$ cat config.mk
export PLATFORM = sky130hd
export DESIGN_NAME = sfu_sqrt
export DESIGN_NICKNAME = d
export VERILOG_FILES = /design/src/rtl/core/sfu_pkg.sv /design/src/rtl/core/sfu_sqrt.sv
export SDC_FILE = /design/constraint.sdc
export NUM_CORES = 2
export LEC_CHECK = 0
export BUFFER_PORTS_ARGS = -buffer_cell sky130_fd_sc_hd__buf_2
export CORE_MARGIN = 2
export CORE_UTILIZATION = 59
export CTS_BUF_LIST = sky130_fd_sc_hd__clkbuf_16
export CTS_CLUSTER_SIZE = 12
export DETAILED_ROUTE_END_ITERATION = 12
export GPL_TIMING_DRIVEN = 0
export PLACE_DENSITY = 0.79
export SLEW_MARGIN = 25
export SYNTH_ARGS = -nofsm -noshare
export SYNTH_HDL_FRONTEND = slang
export SYNTH_MEMORY_MAX_BITS = 65536
export SYNTH_SLANG_ARGS = --single-unit
$ cat constraint.sdc
create_clock -name clk_i -period 5.7 [get_ports clk_i]
set_input_delay 0.285 -clock clk_i [delete_from_list [all_inputs] [get_ports clk_i]]
set_output_delay 0.285 -clock clk_i [all_outputs]
set_load 0.03 [all_outputs]
$ cat src/rtl/core/sfu_pkg.sv
// ----------------------------------------------------------------------------
// sfu_pkg
// shared types and constants of the spring force unit
// ----------------------------------------------------------------------------
package sfu_pkg;

  // default geometry of coordinates
  localparam int COORD_WIDTH_DEF = 32;
  localparam int FRAC_BITS_DEF   = 16;

  // spring constant is unsigned 32-bit, q16.16 when FRAC_BITS keeps its default
  localparam int K_WIDTH = 32;

  // register reset values
  localparam logic [K_WIDTH-1:0] K_RESET    = 32'd65536;
  localparam int                 REST_RESET = 65536;

  // configuration index width
  localparam int CFG_IDX_W = 3;

  // spring forms
  typedef enum logic [1:0] {
    MODE_PAIR   = 2'd0,
    MODE_ANCHOR = 2'd1,
    MODE_BUNGEE = 2'd2
  } mode_e;

  // register indexes
  typedef enum logic [CFG_IDX_W-1:0] {
    REG_MODE     = 3'd0,
    REG_K        = 3'd1,
    REG_REST     = 3'd2,
    REG_ANCHOR_X = 3'd3,
    REG_ANCHOR_Y = 3'd4,
    REG_ANCHOR_Z = 3'd5
  } cfg_reg_e;

endpackage

$ cat src/rtl/core/sfu_sqrt.sv
// ----------------------------------------------------------------------------
// sfu_sqrt
// pipelined integer square root, one root bit per register stage
// ----------------------------------------------------------------------------
module sfu_sqrt
  import sfu_pkg::*;
#(
  parameter int LW     = 34,
  parameter int META_W = 1
) (
  input  logic              clk_i,
  input  logic              rst_ni,
  input  logic              en_i,
  input  logic              valid_i,
  input  logic [2*LW-1:0]   rad_i,
  input  logic [META_W-1:0] meta_i,
  output logic              valid_o,
  output logic [LW-1:0]     root_o,
  output logic [META_W-1:0] meta_o
);

  localparam int RW = LW + 3;

  logic [LW-1:0]     vld_q;
  logic [2*LW-1:0]   rad_q  [LW];
  logic [RW-1:0]     rem_q  [LW];
  logic [LW-1:0]     root_q [LW];
  logic [META_W-1:0] meta_q [LW];

  for (genvar s = 0; s < LW; s++) begin : g_stage
    logic              vld_in;
    logic [2*LW-1:0]   rad_in;
    logic [RW-1:0]     rem_in;
    logic [LW-1:0]     root_in;
    logic [META_W-1:0] meta_in;
    logic [RW-1:0]     rem_sh;
    logic [RW-1:0]     trial;
    logic              ge;

    // stage inputs
    if (s == 0) begin : g_first
      assign vld_in  = valid_i;
      assign rad_in  = rad_i;
      assign rem_in  = '0;
      assign root_in = '0;
      assign meta_in = meta_i;
    end else begin : g_next
      assign vld_in  = vld_q[s-1];
      assign rad_in  = rad_q[s-1];
      assign rem_in  = rem_q[s-1];
      assign root_in = root_q[s-1];
      assign meta_in = meta_q[s-1];
    end

    // bring down two radicand bits and try the next root bit
    assign rem_sh = {rem_in[RW-3:0], rad_in[2*LW-1 -: 2]};
    assign trial  = {1'b0, root_in, 2'b01};
    assign ge     = (rem_sh >= trial);

    always_ff @(posedge clk_i or negedge rst_ni) begin
      if (!rst_ni) begin
        vld_q[s] <= 1'b0;
      end else if (en_i) begin
        vld_q[s] <= vld_in;
      end
    end

    always_ff @(posedge clk_i) begin
      if (en_i) begin
        rad_q[s]  <= rad_in << 2;
        rem_q[s]  <= ge ? (rem_sh - trial) : rem_sh;
        root_q[s] <= {root_in[LW-2:0], ge};
        meta_q[s] <= meta_in;
      end
    end
  end

  assign valid_o = vld_q[LW-1];
  assign root_o  = root_q[LW-1];
  assign meta_o  = meta_q[LW-1];

endmodule

======== Word-level counts from Yosys, hierarchy flattened ========
Memories as Yosys holds them, arrays and structs flattened.
Cells that the tools add are included.
operators by class
  $lt $le $gt $ge ......................... 34
  add/subtract/negate cells ............... 34
  mux-type cells .......................... 36
operators with widths
  cell                                                                                  count
  37-bit two-way mux                                                                    34
  37-bit by 36-bit greater-or-equal comparator with 1-bit output                        33
  37-bit by 36-bit subtractor with 37-bit output                                        33
  2-bit by 1-bit subtractor with 3-bit output (second input constant)                   1
  2-bit by 1-bit greater-or-equal comparator with 1-bit output (second input constant)  1
  1-bit two-way mux                                                                     2
storage, ports and cells
  register bits ........................... 34
  word-level logic and storage cells ...... 142
  bits of input ports ..................... 73
  memories kept ........................... 4
  RAM bits ................................ 4692
memories
  name    depth  bits a word  read ports  clocked after memory_dff  wr ports  line            source
  rad_q   34     66           33          0                         34        sfu_sqrt.sv:25  logic [2*LW-1:0] rad_q [LW];
  rem_q   34     37           33          0                         34        sfu_sqrt.sv:26  logic [RW-1:0] rem_q [LW];
  root_q  34     34           34          0                         34        sfu_sqrt.sv:27  logic [LW-1:0] root_q [LW];
  meta_q  34     1            34          0                         34        sfu_sqrt.sv:28  logic [META_W-1:0] meta_q [LW];

======== Depth between registers and ports, before layout ========
An unclocked memory read counts as a cell.
  depth in word-level cells ............... 3
  gate-level depth with buffers ........... 16

======== Worst setup path after synthesis ========
Ideal clock, no wire load.
  kind .................................... reg2reg
  start point ............................. memory rem_q[31][1] (netlist name)
  end point ............................... memory rem_q[32][1] (netlist name), data pin
  arrival ................................. 3.458 ns
  cell stages (with the launch flop) ...... 14
  data required time ...................... 5.433 ns
  period minus slack after synthesis ...... 3.725 ns
  buffers on the path ..................... 3
  setup slack ............................. 1.975 ns
  path through ............................ edfxtp_1 -> ha_1 -> o211ai_1 -> a21oi_1 -> nor4_1 -> o21ai_0 -> a31oi_1 -> o31ai_1 -> a311o_1 -> a41o_1 -> clkbuf_1 -> buf_2 -> buf_1 -> a21oi_1
RTL lines
  element             line
  start: declaration  sfu_sqrt.sv:26

==> impl_results.md <==
* Status: finished, final reports clean
* Share of the synthesized area in the top cell type at 0.642
* Final HPWL from detailed placement at 201,000 µm
* First-pass GRT wire length at 442,000 µm
* Layout Nets at 11,500
* Most frequently used flop master after synthesis: edfxtp_1
* DR vias at 81,600
* Peak supply drop at 0.355 mV
* Clock Sinks at 2,887
* Largest cells by area after synthesis: edfxtp_1 (64%), ha_1 (5.9%), xnor2_1 (3.2%)
* Syn Std Cell Area at 133,000 µm²
* Buffers on Ports at 108
* CTS root buf: clkbuf_16
* Worst slew pin tran at 1010 ps
* Startpoint Class: register
* Max clock buf depth at 4
* Clk_skew at 73.1 ps
* GPL Wtd Cong at 0.914
* Critical Path AT at 5950 ps
* Post-synthesis sequential area ratio at 0.648
* Synth unique cells at 96
* Chip Width at 480 µm
* Period minus WS final at 5360 ps
* Core area at 225,000 µm²
* Later-pin clock latency in the skew report at 940 ps
* Post-Synthesis Cells at 10,300
* Vias/cell at 5.84
* Largest net degree at the start of global routing at 152
* DRT Pass-1 Iters at 8
* Grt ovf at 0
* DRC errors left at 0
* Overall Global Routing Usage at 0.244
* Mapped Nets at 11,000
* Reg-to-Reg Start: root_q[31][5]$_DFFE_PP_
* DIE AREA at 230,000 µm²
* Worst Path Max Fanout at 10
* Critical path startpoint: root_q[31][5]$_DFFE_PP_
* Clk pin slew, worst setup/hold paths at 60 ps
* Crit path kind: register to register
* Pleak at 57.1 nW
* Overall power at 60.5 mW
* TNS Setup at 0 ps
* Syn_area_per_cell at 13.0 µm²
* Clock buffer count from CTS at 318
* Die H at 480 µm
* Final setup fails at 0
* # IOs at 109
* Max_slew headroom at 0.309
* Synthesis Warnings at 0
* CTS tree: done
* Fillers at 16,100
* Final WL at 283,000 µm
* Pwr/cell area at 408 nW/µm²
* Final-report hold violation count at 0
* Final worst path period share at 0.941
* RSZ-0062 raised after global routing: false
* Slew Viols, Final at 0
* Synth area leader: edfxtp_1
* EDFF count, synth at 2,853
* Area growth, synth to finish at 11.3%
* CTS H-tree depth at 5
* Share of cells above drive strength 1 at 0.0660
* Post-synthesis register bit count at 2,887
* HP Class: primary input to register
* DRT iter0 DRCs at 7,384
* Crit path required time at 6290 ps
* Hold path start: rad_i[41]
* Post-DR wirelength/cell at 20.3 µm
* Ys async rst share at 0.0118
* Initial Utilization at 0.593
* Row cnt at 174
* Max Fclk at 186 MHz
* Postcts setup bufs at 0
* CP Capture Type: register
* Vias in the first global route at 80,300
* Max cap viols at 0
* Antenna Nets Post-Route at 0
* Initial antenna violation count at 5
## power by group
group	leakage [nW]	switching [mW]	internal, mW
clock	4.79	7.82	10.6
sequential	27.9	1.93	27.0
combinational	24.4	7.76	5.42
## per-layer routing
metal,routed length [µm],vias up,GRT usage,share of wire
met4,7860,0,0.0702,0.028
met3,13400,551,0.0292,0.047
met1,121000,39800,0.329,0.43
met5,0,-,0,0
li1,-,39000,-,-
met2,141000,2260,0.419,0.50
## cell type report
type / count / area (µm²) / area share
Antenna cell: 1 / 2.50 / 0.0000169
Buffer: 204 / 783 / 0.00528
Clock buffer: 321 / 8030 / 0.0541
Clock inverter: 175 / 1100 / 0.00744
Inverter: 805 / 3020 / 0.0204
Multi-Input combinational cell: 6364 / 43100 / 0.291
Sequential cell: 2887 / 86500 / 0.583
Tap cell: 2992 / 3740 / 0.0252
Timing Repair Buffer: 222 / 2090 / 0.0141
## cell usage in the layout, fill, tap and decap left out, drive strengths merged, types with 23 or more instances in the layout
cell type,n
nor4,130
ha,631
clkbuf,503
xor2,446
o211ai,26
o21a,100
a21oi,605
inv,895
or4,67
dlygate4sd3,90
o21bai,58
nor2,575
nor3,264
or2,44
and2,23
a211oi,51
nand2b,123
edfxtp,2853
dfrtp,34
nand2,731
a21o,309
nor2b,84
clkinv,70
nand4,116
a31oi,65
and3,48
a21boi,37
nand3b,28
buf,154
o31ai,78
nand3,150
mux2,118
or3,117
xnor2,488
a2111oi,25
o21ai,582
## final timing paths
path,endpoint,slack [ps],cells after the start
hold reg to reg,rad_q[13][32]$_DFFE_PP_,380,0
setup reg to reg,rem_q[32][25]$_DFFE_PP_,340,13
setup / recovery,rem_q[32][25]$_DFFE_PP_,340,13
min in group asynchronous,g_stage[19].vld_in$_DFFE_PN0P_,420,4
max in group asynchronous,g_stage[3].vld_in$_DFFE_PN0P_,5080,4
hold / removal,rad_q[0][41]$_DFFE_PP_,70,2
## timing repair
action	4_1_cts	5_1_grt
endpoints found under the hold margin	219	0
resized for setup	0	1
hold buffers	91	0
setup endpoints to repair	0	19
## flip-flops by register name (all words and copies together) (netlist names)
name,cells
g_stage.vld_in,33
rem_q,1102
root_q,595
valid_o,1
meta_q,34
rad_q,1122
## Yosys cell counts (34+ instances only)
cell and instances:
ha_1 631, nor4_1 128, nor2b_1 83, inv_1 800, nand2b_1 123, nand4_1 116, a21oi_1 604, a211oi_1 51
dfrtp_1 34, xor2_1 446, nor2_1 575, or2_2 43, o21ai_0 580, a21o_1 309, or4_1 65, nand3_1 149
nor3_1 263, a31oi_1 65, or3_1 116, o31ai_1 78, nand2_1 730, edfxtp_1 2853, o21a_1 100, clkbuf_1 181
o21bai_1 58, mux2_2 117, a21boi_0 36, and3_1 48, xnor2_1 488
## critical path, stage by stage, from the launching register on
cell      delay (ps)
edfxtp_1         480
inv_1             70
ha_1             320
nand4_1          160
a21oi_1          250
nor4_1            80
o21ai_0          540
a31oi_1          360
o31ai_1          610
a311o_1          400
a41o_1           620
buf_2            430
buf_1            540
a21oi_1          180
## cells by family (layout without fill, tap and decap cells)
logic type / after synthesis / in the layout / synth area share
adders and majority gates: 631 / 631 / 0.0592
buffers and inverters: 1010 / 1727 / 0.0285
DFF: 2887 / 2887 / 0.648
and+or+nand+nor: 2588 / 2588 / 0.0958
muxes: 122 / 122 / 0.0103
other: 1 / 2 / 0.0000281
xor gates and xnor gates: 934 / 934 / 0.0613
AOI/OAI and AO/OA: 2088 / 2088 / 0.0964
## stage by stage
step | cell area [µm²] | setup WS [ps] | utilization | std cells | hold slack (ps)
after global routing | 148000 | 58.8 | 0.660 | 14000 | 16.3
after detailed placement | 138000 | 200 | 0.615 | 13400 | 387
final | 148000 | 335 | 0.660 | 14000 | 70.9
after global placement | 138000 | -38610 | 0.612 | 13400 | 365
after CTS | 148000 | 76.5 | 0.660 | 14000 | 4.21
after floorplan | 133000 | 1970 | - | 10300 | -10.6
No activity file was read; power rests on OpenSTA's default activity.
